$ cat config.mk
export PLATFORM = sky130hd
export DESIGN_NAME = note_segmenter_from_pitch_frames_core
export DESIGN_NICKNAME = d
export VERILOG_FILES = /design/src/hw/rtl/nsf_pkg.sv /design/src/hw/rtl/note_segmenter_from_pitch_frames_core.sv /design/src/hw/rtl/nsf_front.sv /design/src/hw/rtl/nsf_queue.sv /design/src/hw/rtl/nsf_back.sv
export VERILOG_INCLUDE_DIRS = /design/src /design/src/hw/rtl
export SDC_FILE = /design/constraint.sdc
export NUM_CORES = 1
export LEC_CHECK = 0
export ABC_CLOCK_PERIOD_IN_PS = 17680
export BUFFER_PORTS_ARGS = -buffer_cell sky130_fd_sc_hd__buf_2
export CORE_UTILIZATION = 40
export CTS_BUF_LIST = sky130_fd_sc_hd__clkbuf_8 sky130_fd_sc_hd__clkbuf_16
export DETAILED_ROUTE_END_ITERATION = 8
export PLACE_DENSITY = 0.65
export SLEW_MARGIN = 10
export SYNTH_ARGS = -nofsm -noshare
export SYNTH_HDL_FRONTEND = slang
export SYNTH_SLANG_ARGS = --single-unit
export TNS_END_PERCENT = 5
$ cat constraint.sdc
create_clock -name clk_i -period 17.68 [get_ports clk_i]
set_input_delay 3.536 -clock clk_i [delete_from_list [all_inputs] [get_ports clk_i]]
set_output_delay 3.536 -clock clk_i [all_outputs]
set_load 0.005 [all_outputs]
$ cat src/hw/rtl/note_segmenter_from_pitch_frames_core_defines.svh
// Assertion macros for the note segmenter.
// Included by the top level only; depends on nothing else.
`ifndef NOTE_SEGMENTER_FROM_PITCH_FRAMES_CORE_DEFINES_SVH
`define NOTE_SEGMENTER_FROM_PITCH_FRAMES_CORE_DEFINES_SVH

// The consequent must hold in the same cycle as the antecedent.
`define NSF_ASSERT_SAME(lbl, clk, rst_n, ante, cons, msg) \
  lbl: assert property (@(posedge clk) disable iff (!rst_n) (ante) |-> (cons)) \
    else $error(msg);

// The consequent must hold in the cycle after the antecedent.
`define NSF_ASSERT_NEXT(lbl, clk, rst_n, ante, cons, msg) \
  lbl: assert property (@(posedge clk) disable iff (!rst_n) (ante) |=> (cons)) \
    else $error(msg);

`endif

$ cat src/hw/rtl/nsf_pkg.sv
// Shared types and constants of the note segmenter.
// Used by every RTL module; depends on nothing.
package nsf_pkg;

  localparam int COUNT_BITS = 16;
  localparam int STAMP_BITS = 32;
  localparam int QUEUE_DEPTH = 2;
  localparam int QPTR_BITS = (QUEUE_DEPTH > 1) ? $clog2(QUEUE_DEPTH) : 1;
  localparam int QCNT_BITS = $clog2(QUEUE_DEPTH + 1);

  localparam logic [COUNT_BITS-1:0] COUNT_MAX = {COUNT_BITS{1'b1}};
  localparam logic [7:0] THRESHOLD_RESET = 8'd153;
  localparam logic [15:0] MIN_FRAMES_RESET = 16'd10;
  localparam logic [7:0] MIDI_OFFSET = 8'd84;

  localparam logic [1:0] CFG_THRESHOLD = 2'd0;
  localparam logic [1:0] CFG_MIN_FRAMES = 2'd1;

  // Mantissa thresholds in Q1.16 for rounding to the nearest semitone.
  localparam logic [16:0] SEMI_EDGE [12] = '{
    17'd68939, 17'd73039, 17'd77382, 17'd81983, 17'd86858, 17'd92023,
    17'd97495, 17'd103292, 17'd109434, 17'd115941, 17'd122835, 17'd130139
  };

  typedef struct packed {
    logic [STAMP_BITS-1:0] start_stamp;
    logic [31:0]           stop_stamp;
    logic [31:0]           pitch_sum;
    logic [COUNT_BITS-1:0] voiced_count;
  } job_t;

  typedef enum logic [1:0] {
    ST_IDLE,
    ST_DIV,
    ST_NORM,
    ST_FIN
  } back_state_e;

endpackage

$ cat src/hw/rtl/note_segmenter_from_pitch_frames_core.sv
// Top level of the note segmenter: front end, job queue and back end.
// Depends on nsf_pkg, nsf_front, nsf_queue, nsf_back and the defines header.
//
// Usage: pitch frames enter on the input valid/ready channel, one transaction
// per frame (time stamp, Q12.4 pitch, Q0.8 confidence). Finished notes leave
// on the output valid/ready channel, one transaction per note with start and
// end stamps, truncated mean pitch and the nearest MIDI note number.
// Configuration is a plain write port: index 0 is the confidence threshold,
// index 1 the minimum frame count; write it only while the block is idle.
// Throughput: the front end takes one frame per cycle while the job queue
// has room. A frame that closes a note queues one job; the back end fetches
// it, runs it through the bit-serial divider and the normalizing shifter,
// loads the output register and only then fetches the next job. When the
// receiver stalls, the result waits in the output register, the back end
// holds its next job, and once the queue of two jobs is full the input ready
// drops. Reset restores the default configuration, closes any open run and
// empties the queue and output.
`include "note_segmenter_from_pitch_frames_core_defines.svh"

module note_segmenter_from_pitch_frames_core (
  input  logic        clk_i,
  input  logic        rst_ni,
  input  logic        cfg_we_i,
  input  logic [1:0]  cfg_index_i,
  input  logic [15:0] cfg_wdata_i,
  input  logic        in_valid_i,
  output logic        in_ready_o,
  input  logic [31:0] frame_time_i,
  input  logic [15:0] pitch_q4_i,
  input  logic [7:0]  confidence_i,
  output logic        out_valid_o,
  input  logic        out_ready_i,
  output logic [31:0] note_start_o,
  output logic [31:0] note_end_o,
  output logic [15:0] mean_pitch_q4_o,
  output logic [6:0]  midi_note_o
);

  logic                 push, pop, q_full, q_empty, in_note;
  nsf_pkg::job_t        push_job, pop_job;
  nsf_pkg::back_state_e back_state;

  nsf_front u_front (
    .clk_i        (clk_i),
    .rst_ni       (rst_ni),
    .cfg_we_i     (cfg_we_i),
    .cfg_index_i  (cfg_index_i),
    .cfg_wdata_i  (cfg_wdata_i),
    .in_valid_i   (in_valid_i),
    .in_ready_o   (in_ready_o),
    .frame_time_i (frame_time_i),
    .pitch_q4_i   (pitch_q4_i),
    .confidence_i (confidence_i),
    .q_full_i     (q_full),
    .push_o       (push),
    .job_o        (push_job),
    .in_note_o    (in_note)
  );

  nsf_queue u_queue (
    .clk_i   (clk_i),
    .rst_ni  (rst_ni),
    .push_i  (push),
    .job_i   (push_job),
    .pop_i   (pop),
    .job_o   (pop_job),
    .full_o  (q_full),
    .empty_o (q_empty)
  );

  nsf_back u_back (
    .clk_i           (clk_i),
    .rst_ni          (rst_ni),
    .q_empty_i       (q_empty),
    .job_i           (pop_job),
    .pop_o           (pop),
    .state_o         (back_state),
    .out_valid_o     (out_valid_o),
    .out_ready_i     (out_ready_i),
    .note_start_o    (note_start_o),
    .note_end_o      (note_end_o),
    .mean_pitch_q4_o (mean_pitch_q4_o),
    .midi_note_o     (midi_note_o)
  );

  `NSF_ASSERT_SAME(a_push_not_full, clk_i, rst_ni, push, !q_full, "job pushed into full queue")
  `NSF_ASSERT_SAME(a_pop_when_idle, clk_i, rst_ni, pop,
                   (back_state == nsf_pkg::ST_IDLE) && !q_empty, "job popped while busy")
  `NSF_ASSERT_NEXT(a_voiced_opens, clk_i, rst_ni,
                   in_valid_i && in_ready_o && (pitch_q4_i != 16'd0) && !in_note && push,
                   1'b0, "note pushed while no run was open")

endmodule

$ cat src/hw/rtl/nsf_front.sv
// Front end: configuration registers, voicing decision and run tracking.
// Emits one finished-note job per qualifying run; depends on nsf_pkg.
module nsf_front (
  input  logic               clk_i,
  input  logic               rst_ni,
  input  logic               cfg_we_i,
  input  logic [1:0]         cfg_index_i,
  input  logic [15:0]        cfg_wdata_i,
  input  logic               in_valid_i,
  output logic               in_ready_o,
  input  logic [31:0]        frame_time_i,
  input  logic [15:0]        pitch_q4_i,
  input  logic [7:0]         confidence_i,
  input  logic               q_full_i,
  output logic               push_o,
  output nsf_pkg::job_t      job_o,
  output logic               in_note_o
);

  logic [7:0]                     threshold_q;
  logic [15:0]                    min_frames_q;
  logic                           in_note_q, in_note_d;
  logic [nsf_pkg::STAMP_BITS-1:0] start_q, start_d;
  logic [nsf_pkg::COUNT_BITS-1:0] count_q, count_d;
  logic [31:0]                    sum_q, sum_d;
  logic                           accept, voiced;
  logic [32:0]                    sum_ext;

  assign in_ready_o = !q_full_i;
  assign accept     = in_valid_i && in_ready_o;
  assign voiced     = (pitch_q4_i != 16'd0) && (confidence_i > threshold_q);
  assign sum_ext    = {1'b0, sum_q} + {17'd0, pitch_q4_i};

  always_comb begin
    in_note_d = in_note_q;
    start_d   = start_q;
    count_d   = count_q;
    sum_d     = sum_q;
    push_o    = 1'b0;
    if (accept) begin
      if (voiced) begin
        in_note_d = 1'b1;
        if (!in_note_q) begin
          start_d = nsf_pkg::STAMP_BITS'(frame_time_i);
          count_d = nsf_pkg::COUNT_BITS'(1);
          sum_d   = {16'd0, pitch_q4_i};
        end else begin
          if (count_q != nsf_pkg::COUNT_MAX) begin
            count_d = count_q + nsf_pkg::COUNT_BITS'(1);
          end
          sum_d = sum_ext[32] ? 32'hFFFF_FFFF : sum_ext[31:0];
        end
      end else begin
        in_note_d = 1'b0;
        push_o    = in_note_q && (32'(count_q) > 32'(min_frames_q));
      end
    end
  end

  assign job_o.start_stamp  = start_q;
  assign job_o.stop_stamp   = frame_time_i;
  assign job_o.pitch_sum    = sum_q;
  assign job_o.voiced_count = count_q;
  assign in_note_o          = in_note_q;

  always_ff @(posedge clk_i or negedge rst_ni) begin
    if (!rst_ni) begin
      threshold_q  <= nsf_pkg::THRESHOLD_RESET;
      min_frames_q <= nsf_pkg::MIN_FRAMES_RESET;
      in_note_q    <= 1'b0;
      start_q      <= '0;
      count_q      <= '0;
      sum_q        <= '0;
    end else begin
      if (cfg_we_i) begin
        unique case (cfg_index_i)
          nsf_pkg::CFG_THRESHOLD:  threshold_q  <= cfg_wdata_i[7:0];
          nsf_pkg::CFG_MIN_FRAMES: min_frames_q <= cfg_wdata_i;
          default: ;
        endcase
      end
      in_note_q <= in_note_d;
      start_q   <= start_d;
      count_q   <= count_d;
      sum_q     <= sum_d;
    end
  end

endmodule

$ cat src/hw/rtl/nsf_queue.sv
// Short job queue between the front end and the back end.
// Flip-flop storage of nsf_pkg::QUEUE_DEPTH jobs; depends on nsf_pkg.
module nsf_queue (
  input  logic          clk_i,
  input  logic          rst_ni,
  input  logic          push_i,
  input  nsf_pkg::job_t job_i,
  input  logic          pop_i,
  output nsf_pkg::job_t job_o,
  output logic          full_o,
  output logic          empty_o
);

  nsf_pkg::job_t                 mem_q [nsf_pkg::QUEUE_DEPTH];
  logic [nsf_pkg::QPTR_BITS-1:0] wr_q, rd_q;
  logic [nsf_pkg::QCNT_BITS-1:0] cnt_q;
  logic                          do_push, do_pop;

  assign full_o  = (cnt_q == nsf_pkg::QCNT_BITS'(nsf_pkg::QUEUE_DEPTH));
  assign empty_o = (cnt_q == '0);
  assign do_push = push_i && !full_o;
  assign do_pop  = pop_i && !empty_o;
  assign job_o   = mem_q[rd_q];

  function automatic logic [nsf_pkg::QPTR_BITS-1:0] ptr_next(
    input logic [nsf_pkg::QPTR_BITS-1:0] p
  );
    if (p == nsf_pkg::QPTR_BITS'(nsf_pkg::QUEUE_DEPTH - 1)) begin
      return '0;
    end
    return p + nsf_pkg::QPTR_BITS'(1);
  endfunction

  always_ff @(posedge clk_i) begin
    if (do_push) begin
      mem_q[wr_q] <= job_i;
    end
  end

  always_ff @(posedge clk_i or negedge rst_ni) begin
    if (!rst_ni) begin
      wr_q  <= '0;
      rd_q  <= '0;
      cnt_q <= '0;
    end else begin
      if (do_push) begin
        wr_q <= ptr_next(wr_q);
      end
      if (do_pop) begin
        rd_q <= ptr_next(rd_q);
      end
      if (do_push && !do_pop) begin
        cnt_q <= cnt_q + nsf_pkg::QCNT_BITS'(1);
      end else if (do_pop && !do_push) begin
        cnt_q <= cnt_q - nsf_pkg::QCNT_BITS'(1);
      end
    end
  end

endmodule

$ cat src/hw/rtl/nsf_back.sv
// Back end: serial divide for the mean pitch, normalize, semitone lookup.
// Holds the result in an output register; depends on nsf_pkg.
module nsf_back (
  input  logic                  clk_i,
  input  logic                  rst_ni,
  input  logic                  q_empty_i,
  input  nsf_pkg::job_t         job_i,
  output logic                  pop_o,
  output nsf_pkg::back_state_e  state_o,
  output logic                  out_valid_o,
  input  logic                  out_ready_i,
  output logic [31:0]           note_start_o,
  output logic [31:0]           note_end_o,
  output logic [15:0]           mean_pitch_q4_o,
  output logic [6:0]            midi_note_o
);

  localparam int CB = nsf_pkg::COUNT_BITS;

  nsf_pkg::back_state_e state_q, state_d;
  logic [31:0]   dvd_q;
  logic [CB-1:0] dvs_q;
  logic [CB-1:0] rem_q;
  logic [4:0]    step_q;
  logic [31:0]   start_q, stop_q;
  logic [15:0]   mean_q, x_q;
  logic [3:0]    e_q;
  logic [CB:0]   trial;
  logic          fits;
  logic [16:0]   mant;
  logic [3:0]    k;
  logic [7:0]    n;
  logic [6:0]    midi_c;
  logic          load_out;
  logic          out_valid_q;

  assign trial  = {rem_q, dvd_q[31]};
  assign fits   = (trial >= {1'b0, dvs_q});

  always_comb begin
    mant = {x_q, 1'b0};
    k = '0;
    for (int j = 0; j < 12; j++) begin
      k = k + 4'(mant >= nsf_pkg::SEMI_EDGE[j]);
    end
    n = 8'(e_q) * 8'd12 + 8'(k);
    if (mean_q == 16'd0 || n < nsf_pkg::MIDI_OFFSET) begin
      midi_c = '0;
    end else begin
      midi_c = 7'(n - nsf_pkg::MIDI_OFFSET);
    end
  end

  always_comb begin
    state_d  = state_q;
    pop_o    = 1'b0;
    load_out = 1'b0;
    unique case (state_q)
      nsf_pkg::ST_IDLE: begin
        if (!q_empty_i) begin
          pop_o   = 1'b1;
          state_d = nsf_pkg::ST_DIV;
        end
      end
      nsf_pkg::ST_DIV: begin
        if (step_q == 5'd31) begin
          state_d = nsf_pkg::ST_NORM;
        end
      end
      nsf_pkg::ST_NORM: begin
        if (x_q[15] || e_q == 4'd0) begin
          state_d = nsf_pkg::ST_FIN;
        end
      end
      nsf_pkg::ST_FIN: begin
        if (!out_valid_q || out_ready_i) begin
          load_out = 1'b1;
          state_d  = nsf_pkg::ST_IDLE;
        end
      end
      default: state_d = nsf_pkg::ST_IDLE;
    endcase
  end

  always_ff @(posedge clk_i or negedge rst_ni) begin
    if (!rst_ni) begin
      state_q     <= nsf_pkg::ST_IDLE;
      out_valid_q <= 1'b0;
    end else begin
      state_q <= state_d;
      if (load_out) begin
        out_valid_q <= 1'b1;
      end else if (out_ready_i) begin
        out_valid_q <= 1'b0;
      end
    end
  end

  always_ff @(posedge clk_i) begin
    unique case (state_q)
      nsf_pkg::ST_IDLE: begin
        dvd_q   <= job_i.pitch_sum;
        dvs_q   <= job_i.voiced_count;
        rem_q   <= '0;
        step_q  <= '0;
        start_q <= 32'(job_i.start_stamp);
        stop_q  <= job_i.stop_stamp;
      end
      nsf_pkg::ST_DIV: begin
        rem_q  <= fits ? CB'(trial - {1'b0, dvs_q}) : trial[CB-1:0];
        dvd_q  <= {dvd_q[30:0], fits};
        step_q <= step_q + 5'd1;
        if (step_q == 5'd31) begin
          mean_q <= ((dvd_q[30:15] != 16'd0) ? 16'hFFFF : {dvd_q[14:0], fits});
          x_q    <= ((dvd_q[30:15] != 16'd0) ? 16'hFFFF : {dvd_q[14:0], fits});
          e_q    <= 4'd15;
        end
      end
      nsf_pkg::ST_NORM: begin
        if (!x_q[15] && e_q != 4'd0) begin
          x_q <= {x_q[14:0], 1'b0};
          e_q <= e_q - 4'd1;
        end
      end
      nsf_pkg::ST_FIN: begin
        if (load_out) begin
          note_start_o    <= start_q;
          note_end_o      <= stop_q;
          mean_pitch_q4_o <= mean_q;
          midi_note_o     <= midi_c;
        end
      end
      default: ;
    endcase
  end

  assign out_valid_o = out_valid_q;
  assign state_o     = state_q;

endmodule

== Word level (Yosys, flattened, before mapping) ==
Memories as Yosys holds them, arrays and structs flattened.
Index checks and enable logic that the tools add are counted.

* Shift-type cells: 0
* Reductions and logical operators: 38
* Eq/ne operators: 13
* Div/mod/pow operators: 0
* Add/subtract/negate cells: 22
* $lt $le $gt $ge: 16
* Bitwise gates (word level): 1
* Multiply operators: 1
* Muxes and demuxes: 41

{| class="wikitable"
|+ Operator list
! cell !! number
|-
| $ge A17 B17 Y1 const B || 12
|-
| $mux W16 || 6
|-
| $mux W32 || 2
|-
| $pmux W16 S2 || 2
|-
| $pmux W32 S2 || 1
|-
| $add A4 B1 Y4 || 10
|-
| $add A32 B16 Y33 || 1
|-
| $reduce_bool A16 Y1 || 2
|-
| $mux W1 || 19
|-
| $ge A17 B16 Y1 || 1
|-
| $add A16 B1 Y16 const B || 1
|-
| $gt A16 B16 Y1 || 1
|-
| $logic_not A16 Y1 || 1
|-
| $ne A16 B16 Y1 const B || 1
|-
| $sub A16 B16 Y16 || 1
|-
| $mux W2 || 6
|-
| $pmux W5 S2 || 1
|-
| $reduce_and A2 Y1 || 5
|-
| $reduce_and A3 Y1 || 3
|-
| $add A8 B4 Y8 || 1
|-
| $gt A8 B8 Y1 || 1
|-
| $logic_and A1 B1 Y1 || 8
|-
| $lt A8 B7 Y1 const B || 1
|-
| $mux W4 || 2
|-
| other kinds (23) || 43
|}

* Bits in writable memories: 224
* Latch bits: 0
* Word-level logic and storage cells: 157
* Memory bits (read-only): 0
* Flip-flop bits (word level): 368
* Bits of input ports: 79
* Memories kept: 1

{| class="wikitable"
|+ Memory list
! name !! depth !! width !! read ports !! clocked after Yosys merged registers in !! write ports !! line !! RTL
|-
| u_queue.mem_q || 2 || 112 || 1 || 0 || 1 || nsf_queue.sv:14 || <nowiki>nsf_pkg::job_t mem_q [nsf_pkg::QUEUE_DEPTH];</nowiki>
|}

== Logic depth before layout (Yosys ltp) ==
* Depth after elaboration: 15
* Depth in mapped cells: 24

== Hierarchy ==
A second synthesis with hierarchy kept.

* Cells, all modules: 1,740
* Area total of the unflattened synthesis: 25,907.3 um^2

{| class="wikitable"
|+ Modules (own cells, without submodules)
! module !! instances !! area each (um^2) !! cells each
|-
| nsf_back || 1 || 11,061.9 || 740
|-
| nsf_queue || 1 || 8,572.0 || 368
|-
| nsf_front || 1 || 6,273.5 || 632
|}

== Worst setup path before layout ==
No wires, ideal clock.

* Kind: input to register
* Start: input confidence_i[7]
* End: memory u_queue.mem_q[0][0] (netlist bit), enable pin
* Stages on the path: 6
* Setup time: 858 ps
* Buffers on the path: 0
* Required time: 16,822 ps
* Setup slack: 1,811 ps
* Data arrival time: 15,011 ps
* Cells stage by stage: ha_1 > and4_1 > a21o_1 > nor3_1 > nor2_1 > nor4_1

* Word-level cells in the longest chain between the ends: 7

{| class="wikitable"
|+ RTL lines
! item !! line !! RTL
|-
| start, declared || note_segmenter_from_pitch_frames_core.sv:30 || <nowiki>input logic [7:0] confidence_i,</nowiki>
|-
| $gt A8 B8 Y1 || nsf_front.sv:31 || <nowiki>assign voiced = (pitch_q4_i != 16'd0) && (confidence_i > threshold_q);</nowiki>
|-
| $logic_and A1 B1 Y1 || nsf_front.sv:31 ||
|-
| $mux W1 || nsf_front.sv:41 || <nowiki>if (voiced) begin</nowiki>
|-
| $mux W1 || nsf_front.sv:40 || <nowiki>if (accept) begin</nowiki>
|-
| $logic_and A1 B1 Y1 || nsf_queue.sv:21 || <nowiki>assign do_push = push_i && !full_o;</nowiki>
|-
| $mux W1 || nsf_queue.sv:35 || <nowiki>if (do_push) begin</nowiki>
|-
| $mux W1 (implied by the code) || nsf_queue.sv:36 || <nowiki>mem_q[wr_q] <= job_i;</nowiki>
|-
| end, declared || nsf_queue.sv:14 ||
|}

No other way between the ends.

== Worst setup path after layout ==
* Start: input pitch_q4_i[1]
* End: memory u_queue.mem_q[1][101] (netlist bit), enable pin

* Word-level cells in the longest chain between the ends: 7

{| class="wikitable"
|+ RTL lines
! item !! line !! RTL
|-
| start, declared || note_segmenter_from_pitch_frames_core.sv:29 || <nowiki>input logic [15:0] pitch_q4_i,</nowiki>
|-
| $reduce_bool A16 Y1 || nsf_front.sv:31 ||
|-
| $logic_and A1 B1 Y1 || nsf_front.sv:31 ||
|-
| $mux W1 || nsf_front.sv:41 ||
|-
| $mux W1 || nsf_front.sv:40 ||
|-
| $logic_and A1 B1 Y1 || nsf_queue.sv:21 ||
|-
| net u_queue.do_push || nsf_queue.sv:17 || <nowiki>logic do_push, do_pop;</nowiki>
|-
| $mux W1 || nsf_queue.sv:35 ||
|-
| $mux W1 (implied by the code) || nsf_queue.sv:36 ||
|}

The timed path passes the listed nets, and every way through them passes these cells.

==> flow_metrics.env <==
export IMPL_drt_initial_drc_count=1050
export IMPL_p_leak_nw=11.1
export IMPL_relSlewSlack_pct=29.5
export IMPL_wl_per_cell_um=17.9
export IMPL_place_inst=2706
export IMPL_setup_viol=0
export IMPL_clock_latency_ns=0.63
export IMPL_fmax_mhz=149
export IMPL_cts_tree="built"
export IMPL_critPathLaunchType="input pin"
export IMPL_rsz0062_at_grt="no"
export IMPL_fp_row_count=91
export IMPL_grt_pass1_wl_um=79600
export IMPL_grtUsageMet3_pct=2.56
export IMPL_drv_slew=0
export IMPL_root_buffer="clkbuf_16"
export IMPL_crit_slowest_cell="buf_4"
export IMPL_yosysSeqAreaShare_pct=68.8
export IMPL_synthCells=1748
export IMPL_die_h_um=252
export IMPL_period_share_pct=38.0
export IMPL_netlist_area_sq_um=25000
export IMPL_core_area_sq_um=61700
export IMPL_nFillCells=5455
export IMPL_grt_pass1_vias=14677
export IMPL_io_pins=168
export IMPL_drtAntennaViolNets=0
export IMPL_vias_per_cell=5.08
export IMPL_drive_above_1_share_pct=22.4
export IMPL_path_clk_slew_ns=0.06
export IMPL_hold_viol_final=0
export IMPL_critPathCaptureType="register"
export IMPL_area_growth_pct=14.9
export IMPL_synth_edf_count=480
export IMPL_r2r_start="u_back.x_q[6]"
export IMPL_portBuffers=167
export IMPL_cp_arrival_ns=6.94
export IMPL_min_period_ns=6.71
export IMPL_synth_net_count=1918
export IMPL_critPathMaxFanout=69
export IMPL_cp_required_ns=17.91
export IMPL_grt_use_met1_pct=20.5
export IMPL_worstHoldStart="u_back.start_q[10]"
export IMPL_cts_htree_levels=2
export IMPL_tightest_slew_ns=1.06
export IMPL_place_gp_congestion=0.848
export IMPL_power_per_cell_area_nw_per_um2=166
export IMPL_async_flop_share_pct=18.9
export IMPL_multiInputGateArea_sq_um=7290
export IMPL_ys_flop_type="edfxtp_1"
export IMPL_grt_busiest_layer="met2"
export IMPL_criticalPathCategory="in2reg"
export IMPL_yosys_warnings=0
export IMPL_cpPeakStageDelay_ns=0.89
export IMPL_maxCapViolations=0
export IMPL_fin_skew_ns=0.0356
export IMPL_place_area_sq_um=26800
export IMPL_dp_hpwl_um=33400
export IMPL_antenna_cells=0
export IMPL_die_area_sq_um=63600
export IMPL_vdd_drop_max_v=0.000115
export IMPL_clk_path_buf_depth=3
export IMPL_die_w_um=252
export IMPL_totalWireLength_um=50500
export IMPL_tns_ns=0
export IMPL_cts_made_buffers=61
export IMPL_hold_worst_slack_ns=0.418
export IMPL_drtPass1Iterations=5
export IMPL_fin_nets=2102
export IMPL_stdcell_area_sq_um=28800
export IMPL_fin_cells=2822
export IMPL_cts_resized=0
export IMPL_grt_start_max_net_pins=78
export IMPL_post_cts_setup_buffers=0
export IMPL_grt_antenna_before_repair=0
export IMPL_cts_sinks=592
export IMPL_cts_hold_buffers=0
export IMPL_gr_total_overflow=0
export IMPL_power_mw=4.79
export IMPL_synth_seq_cells=592
export IMPL_vias=14329
export IMPL_final_setup_worst_slack_ns=10.97
export IMPL_outcome="finished, final reports clean"
export IMPL_regArea_sq_um=17200
export IMPL_hp_class="reg2reg"
export IMPL_ys_types=78
export IMPL_grt_usage_pct=15.9
export IMPL_start_util_pct=40.6
export IMPL_globalRouteMet2Util_pct=27.3
export IMPL_final_core_util_pct=46.6
export IMPL_place_ws_ns=10.26
export IMPL_crit_start="pitch_q4_i[1]"
export IMPL_crit_path_cell_trace="buf_2 > nor4_1 > nand4_1 > o21ai_0 > nor2_1 > nor3_1 > and2_4 > buf_4"
export IMPL_drc=0
export IMPL_postSynthAreaPerCell_sq_um=14.3
==> synthesized netlist by cell type (4+ instances only) <==
cell type	instances	share of area (%)
a211oi_1	7	0.21
a211oi_2	4	0.20
a21o_1	23	0.69
a21oi_1	56	1.1
a22o_1	5	0.17
a311oi_1	9	0.32
a31oi_1	21	0.52
and2_1	11	0.28
and3_1	16	0.40
buf_1	9	0.13
buf_2	8	0.16
clkbuf_1	40	0.60
dfrtp_1	106	11
dfstp_2	6	0.63
edfxtp_1	480	58
fa_1	11	0.88
ha_1	80	4.0
inv_1	77	1.2
mux2_2	109	4.9
mux2i_1	44	1.8
nand2_1	189	2.8
nand2b_1	11	0.28
nand3_1	26	0.52
nand4_1	18	0.45
nor2_1	83	1.2
nor2b_1	11	0.28
nor3_1	21	0.42
nor4_1	17	0.42
o21a_1	7	0.21
o21ai_0	92	1.8
o22ai_1	6	0.15
o31ai_1	10	0.30
or2_2	22	0.55
xnor2_1	27	0.94
xor2_1	18	0.63
==> flip-flops by register name, indices dropped and copies added (netlist names), 16 cells and up <==
name and flops:
u_front.sum_q 32, u_front.count_q 16, u_back.mean_q 16, u_back.mean_pitch_q4_o 16, u_back.dvs_q 16, u_back.x_q 16, u_front.start_q 32, u_back.rem_q 16
u_back.stop_q 32, u_back.note_end_o 32, u_back.dvd_q 32, u_front.min_frames_q 16, u_back.note_start_o 32, u_queue.mem_q 224, u_back.start_q 32
==> worst paths after layout <==
check | endpoint | cells past startpoint | slack, ns
setup / recovery | u_queue.mem_q[1][101] | 8 | 10.97
min in group asynchronous | u_front.start_q[16] | 1 | 2.95
max in group asynchronous | u_queue.rd_q | 2 | 13.14
hold reg to reg | u_back.note_start_o[10] | 0 | 0.42
setup reg to reg | u_back.midi_note_o[4] | 22 | 11.38
hold / removal | u_back.note_start_o[10] | 0 | 0.42
==> cell usage in the layout, fill, tap and decap left out, types with 9 or more instances in the layout <==
| cell type | Yosys | final |
|---|---|---|
| buf_2 | 8 | 166 |
| and3_1 | 16 | 16 |
| or2_2 | 22 | 22 |
| xor2_1 | 18 | 18 |
| nor3_1 | 21 | 21 |
| ha_1 | 80 | 78 |
| a21o_1 | 23 | 23 |
| buf_4 | 0 | 15 |
| o21ai_0 | 92 | 92 |
| nand2b_1 | 11 | 11 |
| edfxtp_1 | 480 | 480 |
| mux2i_1 | 44 | 44 |
| a31oi_1 | 21 | 21 |
| a311oi_1 | 9 | 9 |
| clkinv_2 | 0 | 10 |
| nor2_1 | 83 | 82 |
| dfrtp_1 | 106 | 105 |
| nand3_1 | 26 | 26 |
| and2_1 | 11 | 9 |
| mux2_2 | 109 | 109 |
| nand2_1 | 189 | 189 |
| nor2b_1 | 11 | 11 |
| inv_1 | 77 | 91 |
| xnor2_1 | 27 | 27 |
| nor4_1 | 17 | 16 |
| a21oi_1 | 56 | 56 |
| fa_1 | 11 | 11 |
| o31ai_1 | 10 | 9 |
| clkbuf_16 | 0 | 63 |
| clkinv_1 | 2 | 10 |
| nand4_1 | 18 | 18 |
==> area by class of cell <==
type                    instances  area share, %
flip-flops and latches        592           59.9
multi-input cells            1017           25.4
clock buffers                  71           5.87
well taps                     837           3.64
repair buffers                181           3.28
inverters                      79           1.03
clock inverters                45          0.901
==> metal layers <==
layer / share of wire [%] / wire length (um)
met1: 44 / 22400
met2: 50 / 25200
met3: 3.6 / 1830
met4: 2.3 / 1160
met5: 0 / 0
==> report_power, final <==
part	switching, mW	internal [mW]	leakage, nW	total, mW
registers	0.192	1.98	5.85	2.18
logic	0.818	0.578	4.22	1.40
clock network	0.533	0.681	0.994	1.21
total	1.54	3.24	11.1	4.79
==> worst max-delay path: cells and delay by family <==
kind	cells	cell delay, ns
AO/OA/AOI/OAI	1	0.21
buffers and inverters	2	1.01
AND/OR/NAND/NOR	5	2.09
==> cells by family (layout without fill, tap and decap cells) <==
group,Yosys count,count (layout),synth area share (%)
AOI/OAI and AO/OA,280,280,7.29
xor gates and xnor gates,45,45,1.57
adders and majority gates,91,91,4.88
buffers and inverters,139,376,2.21
DFF,592,592,68.8
muxes,153,153,6.66
and+or+nand+nor,448,448,8.54
(Power assumes the default switching activity.)
